**src/rtl/core/mkt_pkg.sv**
```systemverilog
// mkt_pkg: shared types, constants and the entry compare function of the MRU key table.
// Depends on nothing; used by every file in rtl/core.
`default_nettype none

package mkt_pkg;

    // Table depth and derived widths
    localparam int MAX_ENTRIES = 8;
    localparam int IDX_W       = (MAX_ENTRIES > 1) ? $clog2(MAX_ENTRIES) : 1;
    localparam int CNT_W       = $clog2(MAX_ENTRIES + 1);
    localparam int CNT_OUT_W   = 5;

    // Request codes; code 3 is unused and changes nothing
    typedef enum logic [1:0] {
        REQ_ADD  = 2'd0,
        REQ_MARK = 2'd1,
        REQ_READ = 2'd2
    } t_req_type;

    // Incoming item
    typedef struct packed {
        logic [1:0]  req_type;
        logic [63:0] key_high;
        logic [63:0] key_low;
        logic [47:0] peer_addr;
        logic [3:0]  slot_index;
    } t_in_item;

    // Result item
    typedef struct packed {
        logic [63:0]          out_key_high;
        logic [63:0]          out_key_low;
        logic [47:0]          out_peer_addr;
        logic                 earlier_duplicate;
        logic [CNT_OUT_W-1:0] entry_count;
        logic [CNT_OUT_W-1:0] unique_count;
        logic                 op_status;
    } t_out_item;

    // One table entry
    typedef struct packed {
        logic [63:0] key_high;
        logic [63:0] key_low;
        logic [47:0] peer;
    } t_entry;

    // Write port of the entry store
    typedef struct packed {
        logic             we;
        logic [IDX_W-1:0] addr;
        t_entry           data;
    } t_store_wr;

    // Key compare, with optional peer address compare
    function automatic logic entry_match(input t_entry a, input t_entry b,
                                         input logic use_peer);
        logic key_eq;
        key_eq = (a.key_high == b.key_high) && (a.key_low == b.key_low);
        return key_eq && (!use_peer || (a.peer == b.peer));
    endfunction

endpackage

`default_nettype wire

```
**src/rtl/core/mkt_store.sv**
```systemverilog
// mkt_store: entry store of the MRU key table, one write and one registered read port.
// Depends on mkt_pkg.
`default_nettype none

module mkt_store
    import mkt_pkg::*;
(
    input  wire logic             i_clk,
    input  wire t_store_wr        i_wr,
    input  wire logic [IDX_W-1:0] i_rd_addr,
    output t_entry                o_rd_data
);

    t_entry r_mem [MAX_ENTRIES];
    t_entry r_rd_data;

    // Write one entry, read one entry per cycle
    always_ff @(posedge i_clk) begin
        if (i_wr.we) begin
            r_mem[i_wr.addr] <= i_wr.data;
        end
        r_rd_data <= r_mem[i_rd_addr];
    end

    assign o_rd_data = r_rd_data;

endmodule

`default_nettype wire

```
**src/rtl/core/mru_key_table.sv**
```systemverilog
// mru_key_table: top level of the most-recently-used key table with its sequencer.
// Depends on mkt_pkg and mkt_store.
`default_nettype none

// The table keeps up to MAX_ENTRIES 128-bit keys with a 48-bit peer address each,
// position 0 being the most recent. Add moves an equal entry to the front or inserts
// a new one there (dropping the last when full); mark-active moves the entry at
// slot_index to the front; read returns the entry at slot_index and whether its key
// occurs earlier. Every result carries the entry count and the distinct key count.
// One item is handled at a time, and an item occupies the block until its result is
// handed on, since every compare goes through the single read port of the entry
// store and one shared comparator: a match scan, a shift of one entry at a time
// through a read and a write state, then a pairwise scan for the distinct key count.
// A finished result waits in an output register while the next item is accepted. The
// store needs no clearing after reset.

module mru_key_table
    import mkt_pkg::*;
(
    input  wire logic     i_clk,
    input  wire logic     i_rst_n,
    input  wire logic     i_in_valid,
    output logic          o_in_stall,
    input  wire t_in_item i_in_item,
    output logic          o_out_valid,
    input  wire logic     i_out_stall,
    output t_out_item     o_out_item,
    input  wire logic     i_cfg_valid,
    output logic          o_cfg_ready,
    input  wire logic     i_cfg_data
);

    typedef enum logic [3:0] {
        S_IDLE,
        S_ADD_RD,
        S_ADD_CMP,
        S_MA_RD,
        S_MA_LD,
        S_SH_RD,
        S_SH_WR,
        S_UQ_RDI,
        S_UQ_LDI,
        S_UQ_RDJ,
        S_UQ_CMP,
        S_DONE
    } t_state;

    t_state           r_state,     n_state;
    t_entry           r_hold,      n_hold;
    logic [CNT_W-1:0] r_i,         n_i;
    logic [CNT_W-1:0] r_j,         n_j;
    logic [IDX_W-1:0] r_pos,       n_pos;
    logic [CNT_W-1:0] r_count,     n_count;
    logic [CNT_W-1:0] r_uniq,      n_uniq;
    logic             r_dup,       n_dup;
    logic             r_cap_en,    n_cap_en;
    logic [IDX_W-1:0] r_cap_idx,   n_cap_idx;
    t_entry           r_cap,       n_cap;
    logic             r_cap_dup,   n_cap_dup;
    logic             r_status,    n_status;
    logic             r_mode,      n_mode;
    t_out_item        r_out,       n_out;
    logic             r_out_valid, n_out_valid;

    t_store_wr        w_wr;
    logic [IDX_W-1:0] w_rd_addr;
    t_entry           w_rd_data;
    logic             w_use_peer;
    logic             w_hit;
    logic             w_slot_oor;
    logic             w_cap_here;

    mkt_store u_store (
        .i_clk     (i_clk),
        .i_wr      (w_wr),
        .i_rd_addr (w_rd_addr),
        .o_rd_data (w_rd_data)
    );

    // Shared comparator: read entry against the held entry
    assign w_use_peer = r_mode && (r_state == S_ADD_CMP);
    assign w_hit      = entry_match(w_rd_data, r_hold, w_use_peer);
    assign w_slot_oor = (CNT_OUT_W'(i_in_item.slot_index) >= CNT_OUT_W'(r_count));
    assign w_cap_here = r_cap_en && (r_i[IDX_W-1:0] == r_cap_idx);

    // Sequencer next state
    always_comb begin
        n_state     = r_state;
        n_hold      = r_hold;
        n_i         = r_i;
        n_j         = r_j;
        n_pos       = r_pos;
        n_count     = r_count;
        n_uniq      = r_uniq;
        n_dup       = r_dup;
        n_cap_en    = r_cap_en;
        n_cap_idx   = r_cap_idx;
        n_cap       = r_cap;
        n_cap_dup   = r_cap_dup;
        n_status    = r_status;
        n_out       = r_out;
        n_out_valid = r_out_valid;
        n_mode      = r_mode;
        w_wr        = '0;
        w_rd_addr   = r_i[IDX_W-1:0];

        // Take a config write
        if (i_cfg_valid) begin
            n_mode = i_cfg_data;
        end

        // Drop the result once taken
        if (r_out_valid && !i_out_stall) begin
            n_out_valid = 1'b0;
        end

        case (r_state)
            S_IDLE: begin
                if (i_in_valid) begin
                    n_hold    = '{key_high: i_in_item.key_high,
                                  key_low:  i_in_item.key_low,
                                  peer:     i_in_item.peer_addr};
                    n_i       = '0;
                    n_uniq    = '0;
                    n_cap     = '0;
                    n_cap_dup = 1'b0;
                    n_cap_en  = 1'b0;
                    n_cap_idx = i_in_item.slot_index[IDX_W-1:0];
                    n_pos     = i_in_item.slot_index[IDX_W-1:0];
                    n_status  = 1'b0;
                    n_state   = S_UQ_RDI;
                    case (t_req_type'(i_in_item.req_type))
                        REQ_ADD: begin
                            n_state = S_ADD_RD;
                        end
                        REQ_MARK: begin
                            if (w_slot_oor) begin
                                n_status = 1'b1;
                            end else begin
                                n_state = S_MA_RD;
                            end
                        end
                        REQ_READ: begin
                            if (w_slot_oor) begin
                                n_status = 1'b1;
                            end else begin
                                n_cap_en = 1'b1;
                            end
                        end
                        default: begin
                            n_state = S_UQ_RDI;
                        end
                    endcase
                end
            end

            // Scan for an equal entry
            S_ADD_RD: begin
                if (r_i == r_count) begin
                    if (r_count < CNT_W'(MAX_ENTRIES)) begin
                        n_pos   = r_count[IDX_W-1:0];
                        n_count = r_count + 1'b1;
                    end else begin
                        n_pos = IDX_W'(MAX_ENTRIES - 1);
                    end
                    n_state = S_SH_RD;
                end else begin
                    w_rd_addr = r_i[IDX_W-1:0];
                    n_state   = S_ADD_CMP;
                end
            end

            S_ADD_CMP: begin
                if (w_hit) begin
                    n_hold  = w_rd_data;
                    n_pos   = r_i[IDX_W-1:0];
                    n_state = S_SH_RD;
                end else begin
                    n_i     = r_i + 1'b1;
                    n_state = S_ADD_RD;
                end
            end

            // Fetch the entry to move to the front
            S_MA_RD: begin
                w_rd_addr = r_pos;
                n_state   = S_MA_LD;
            end

            S_MA_LD: begin
                n_hold  = w_rd_data;
                n_state = S_SH_RD;
            end

            // Shift entries down one position, then place the held entry at the front
            S_SH_RD: begin
                if (r_pos == '0) begin
                    w_wr.we   = 1'b1;
                    w_wr.addr = '0;
                    w_wr.data = r_hold;
                    n_i       = '0;
                    n_state   = S_UQ_RDI;
                end else begin
                    w_rd_addr = r_pos - 1'b1;
                    n_state   = S_SH_WR;
                end
            end

            S_SH_WR: begin
                w_wr.we   = 1'b1;
                w_wr.addr = r_pos;
                w_wr.data = w_rd_data;
                n_pos     = r_pos - 1'b1;
                n_state   = S_SH_RD;
            end

            // Distinct key scan: outer entry
            S_UQ_RDI: begin
                if (r_i == r_count) begin
                    n_state = S_DONE;
                end else begin
                    w_rd_addr = r_i[IDX_W-1:0];
                    n_state   = S_UQ_LDI;
                end
            end

            S_UQ_LDI: begin
                n_hold  = w_rd_data;
                n_j     = '0;
                n_dup   = 1'b0;
                if (w_cap_here) begin
                    n_cap = w_rd_data;
                end
                n_state = S_UQ_RDJ;
            end

            // Distinct key scan: earlier entries
            S_UQ_RDJ: begin
                if (r_dup || (r_j == r_i)) begin
                    if (!r_dup) begin
                        n_uniq = r_uniq + 1'b1;
                    end
                    if (w_cap_here) begin
                        n_cap_dup = r_dup;
                    end
                    n_i     = r_i + 1'b1;
                    n_state = S_UQ_RDI;
                end else begin
                    w_rd_addr = r_j[IDX_W-1:0];
                    n_state   = S_UQ_CMP;
                end
            end

            S_UQ_CMP: begin
                if (w_hit) begin
                    n_dup = 1'b1;
                end
                n_j     = r_j + 1'b1;
                n_state = S_UQ_RDJ;
            end

            // Hand the result to the output register once it is free
            S_DONE: begin
                if (!r_out_valid || !i_out_stall) begin
                    n_out.out_key_high      = r_cap.key_high;
                    n_out.out_key_low       = r_cap.key_low;
                    n_out.out_peer_addr     = r_cap.peer;
                    n_out.earlier_duplicate = r_cap_dup;
                    n_out.entry_count       = CNT_OUT_W'(r_count);
                    n_out.unique_count      = CNT_OUT_W'(r_uniq);
                    n_out.op_status         = r_status;
                    n_out_valid             = 1'b1;
                    n_state                 = S_IDLE;
                end
            end

            default: begin
                n_state = S_IDLE;
            end
        endcase
    end

    // State and registered outputs
    always_ff @(posedge i_clk) begin
        if (!i_rst_n) begin
            r_state     <= S_IDLE;
            r_count     <= '0;
            r_mode      <= 1'b0;
            r_out_valid <= 1'b0;
        end else begin
            r_state     <= n_state;
            r_count     <= n_count;
            r_mode      <= n_mode;
            r_out_valid <= n_out_valid;
        end
        r_hold    <= n_hold;
        r_i       <= n_i;
        r_j       <= n_j;
        r_pos     <= n_pos;
        r_uniq    <= n_uniq;
        r_dup     <= n_dup;
        r_cap_en  <= n_cap_en;
        r_cap_idx <= n_cap_idx;
        r_cap     <= n_cap;
        r_cap_dup <= n_cap_dup;
        r_status  <= n_status;
        r_out     <= n_out;
    end

    assign o_in_stall  = (r_state != S_IDLE);
    assign o_out_valid = r_out_valid;
    assign o_out_item  = r_out;
    assign o_cfg_ready = 1'b1;

endmodule

`default_nettype wire

```
**config.mk**
```make
export PLATFORM = sky130hd
export DESIGN_NAME = mru_key_table
export DESIGN_NICKNAME = d
export VERILOG_FILES = /design/src/rtl/core/mkt_pkg.sv /design/src/rtl/core/mkt_store.sv /design/src/rtl/core/mru_key_table.sv
export SDC_FILE = /design/constraint.sdc
export NUM_CORES = 2
export LEC_CHECK = 0
export BUFFER_PORTS_ARGS = -buffer_cell sky130_fd_sc_hd__buf_2
export CORE_ASPECT_RATIO = 0.9
export CORE_MARGIN = 3
export CORE_UTILIZATION = 56
export DETAILED_ROUTE_END_ITERATION = 16
export PLACE_DENSITY = 0.74
export SYNTH_ARGS = -nofsm -noshare
export SYNTH_HDL_FRONTEND = slang
export SYNTH_HIERARCHICAL = 1
export SYNTH_SLANG_ARGS = --single-unit
```
**constraint.sdc**
```tcl
create_clock -name i_clk -period 27.8 [get_ports i_clk]
set_input_delay 1.39 -clock i_clk [delete_from_list [all_inputs] [get_ports i_clk]]
set_output_delay 1.39 -clock i_clk [all_outputs]
set_load 0.01 [all_outputs]
```
==> results.toml <==
[route]
final_antenna_net_count = 0
first_pass_detailed_route_iteration_total = 6
drc = 0
number_of_vias_per_cell = 6.21
via_count = 39800
dr.first_iter.drc_count = 4665
detail_route.wl_per_cell_um = 30.1
route.final.wire_length_mm = 193

[synth]
synth-seq-cells = 2154
primary_ff_master_synth = "edfxtp_1"
netlist_instances = 3849
post_synth_instance_area_mm2 = 0.0825
avgSynthCellArea_um2 = 21.4
synth_edf_count = 1968
yosysWarningCount = 6
async_reset_ff_share_pct = 0
post_synth_num_cell_types = 61
synth-seq-area-share_pct = 76.2

[clock_network]
clock_tree.htree_level_count = 4
worst_setup_hold_path_clk_slew_ns = 0.06
worstSkewPairLatency_ns = 0.84
total_number_of_clock_tree_sinks = 2154
post_cts.resized_instances = 0
cts_buffer_depth = 3
cts_buffers = 203
post-cts-setup-buffers = 0
cts_hold_buf = 0
ctsRootBufferMaster = "clkbuf_16"
tritoncts = "built"

[timing]
timing.fmax_ghz = 0.163
hold_violations = 0
timing.hold.ws_ns = 0.394
timing.final.crit_share_pct = 22.1
grt_setup_unrepaired = "false"
worst_slew_margin_rel_pct = 17.1
finalSetupTns_ns = 0
worst_slew_pin_slew_ns = 1.24
timing.final.crit_period_ns = 6.15
final.setup_skew_ns = 0.0593
setup_viol = 0
final_slew_violations = 0
slack_of_the_critical_path_ns = 21.65

[worst_setup_path]
start_kind = "flip-flop"
timing.reg2reg.worst_path_depth = 11
critPathKind = "reg2reg"
setup.worst_path.end_class = "flip-flop"
worst-path-max-fanout = 45
timing.critical_path.required_ns = 28.47
r2r-end = "u_store/o_rd_data[86]"
ff2ff_setup_slack_ns = 21.65
critical_path_arrival_ns = 6.81
crit-reg2reg-launch = "r_state[1]"

[global_route]
gr-usage-all-layers_pct = 25.4
global_route.overflow_total = 0
antenna_found_initial = 11
grt_start_max_net_pins = 177
via_count_of_the_first_global_routing_pass = 39200
first_pass_grt_wire_length_mm = 279

[placement]
dp_cells = 6026
globalplace.congestion = 0.836
post-place-ws_ns = 21.57
port_buffers = 375
hpwlAfterDp_mm = 107

[floorplan]
floorplan.die.height_um = 370
row_count = 132
number_of_top_level_pins = 379
die_width_um = 411
fp.coreArea_mm2 = 0.145
initial_utilization_pct = 56.8
dieArea_mm2 = 0.152

[pwr]
power.switching_fraction_pct = 30.3
intPower_w = 0.00703
power_per_cell_area_mw_per_mm2 = 109
pwr-share-comb_pct = 28.2
netSwitchingPower_w = 0.00305
ir_worst_vdd_uv = 134
clock_network_power_share_pct = 27.1
share_seq_of_total_power_pct = 44.7
power.leakage_nw = 30.5

[min_path]
worstHoldStart = "r_cap[76]"
min-delay-path-class = "reg2reg"
worst_hold_path_endpoint = "o_out_item[88]"
hold_path_depth = 0

[run_status]
run_status = "complete, no violations"

[layout]
final.fill_count = 9371
syn2layout_area_growth_pct = 12.5
final_net_count = 4489
final_cells = 6411
final_layout_size_suffix_gt1_share_pct = 32.6
layout.cells.most_common = "edfxtp_1"
final_core_utilization_pct = 63.9
most_used_cells_in_the_layout_excluding_fill_and_tap_cells = "edfxtp_1, buf_2, mux4_2"

[run]
maxCapViolations = 0
[layer usage]
layer | part of all wire (%) | global-route usage [%] | wire length [um]
met5 | 0 | 0 | 0
met3 | 9.5 | 5.14 | 18300
met1 | 41 | 38.3 | 79800
met2 | 47 | 38.6 | 91000
met4 | 2.1 | 6.50 | 4090
[worst max path at each step]
stage,from,cells after the start,to,slack (ns)
detailed placement,r_state[1],11,u_store/o_rd_data[72],21.57
global placement,r_state[1],11,u_store/o_rd_data[62],21.70
CTS,r_state[1],11,u_store/o_rd_data[86],21.50
finish,r_state[1],11,u_store/o_rd_data[86],21.65
global route,r_state[1],11,u_store/o_rd_data[86],21.04
floorplan,r_state[2],8,u_store/r_mem[4][0],13.41
[logic make-up after synthesis]
kind of cell	after synthesis	share of synthesized area (%)
xor gates and xnor gates	197	2.09
other	2	0.00910
and+or+nand+nor	344	2.46
AOI/OAI and AO/OA	226	2.29
buffers and inverters	204	1.64
adders and majority gates	14	0.209
muxes	708	15.1
DFF	2154	76.2
[registers in the layout, summed over array words and instances, names as in the netlist, 4 cells and up]
name and flops:
r_uniq 4, r_state 4, r_cap 176, o_out_item 186
r_hold 176, u_store/o_rd_data 176, r_j 4, u_store/r_mem 1408
r_count 4, r_i 4
[cells in the mapped netlist (all sizes together) (3+ instances only)]
| master | instances | share of area (%) |
|---|---|---|
| edfxtp | 1968 | 72 |
| mux2 | 352 | 5.5 |
| mux4 | 352 | 9.6 |
| xnor2 | 192 | 2.0 |
| dfxtp | 186 | 4.5 |
| and2 | 182 | 1.4 |
| a22o | 176 | 1.9 |
| buf | 139 | 1.3 |
| clkbuf | 51 | 0.23 |
| nand4 | 48 | 0.36 |
| nor2 | 34 | 0.16 |
| nand2 | 24 | 0.11 |
| inv | 14 | 0.064 |
| ha | 13 | 0.20 |
| nor4 | 12 | 0.091 |
| o21ai | 12 | 0.073 |
| nor3 | 11 | 0.093 |
| a21oi | 10 | 0.061 |
| nand3 | 8 | 0.049 |
| nand2b | 7 | 0.062 |
| nor2b | 5 | 0.038 |
| xor2 | 5 | 0.053 |
| a221o | 4 | 0.049 |
| and3 | 4 | 0.030 |
| mux2i | 4 | 0.049 |
| a21o | 3 | 0.027 |
| o21a | 3 | 0.027 |
| or2 | 3 | 0.023 |
[critical path: stages (launching register included)]
cell and delay, ns:
dfxtp_1 0.97, o21ai_0 0.22, o21a_1 0.21, nand2_1 0.11, nor2_1 0.06, o21ai_0 0.17
a221o_4 0.92, buf_4 0.75, buf_4 0.83, buf_4 0.70, mux4_2 0.61, mux2_2 0.29
[layout make-up]
cell class	count	area [um^2]	area share, %
Sequential cell	2154	62800	67.7
Timing Repair Buffer	423	2440	2.63
Clock buffer	270	5490	5.92
Antenna cell	5	12.5	0.0135
Tap cell	1943	2430	2.62
Multi-Input combinational cell	1492	18400	19.9
Clock inverter	110	1110	1.20
Inverter	14	52.6	0.0566
[power groups by stage]
stage | Clock, W | Combinational (W) | Sequential, W
2_1_floorplan | 0 | 0.00220 | 0.00449
3_3_place_gp | 0 | 0.00281 | 0.00455
5_1_grt | 0.00291 | 0.00301 | 0.00455
6_report | 0.00273 | 0.00284 | 0.00451
3_5_place_dp | 0 | 0.00285 | 0.00456
4_1_cts | 0.00278 | 0.00287 | 0.00451
[through the flow]
step           total power, W  instance area [um^2]
2_1_floorplan         0.00669                 82500
4_1_cts                0.0101                 92800
6_report               0.0101                 92800
5_1_grt                0.0105                 92800
3_5_place_dp          0.00741                 86200
3_3_place_gp          0.00736                 86200
No activity file was read; power rests on OpenSTA's default activity.
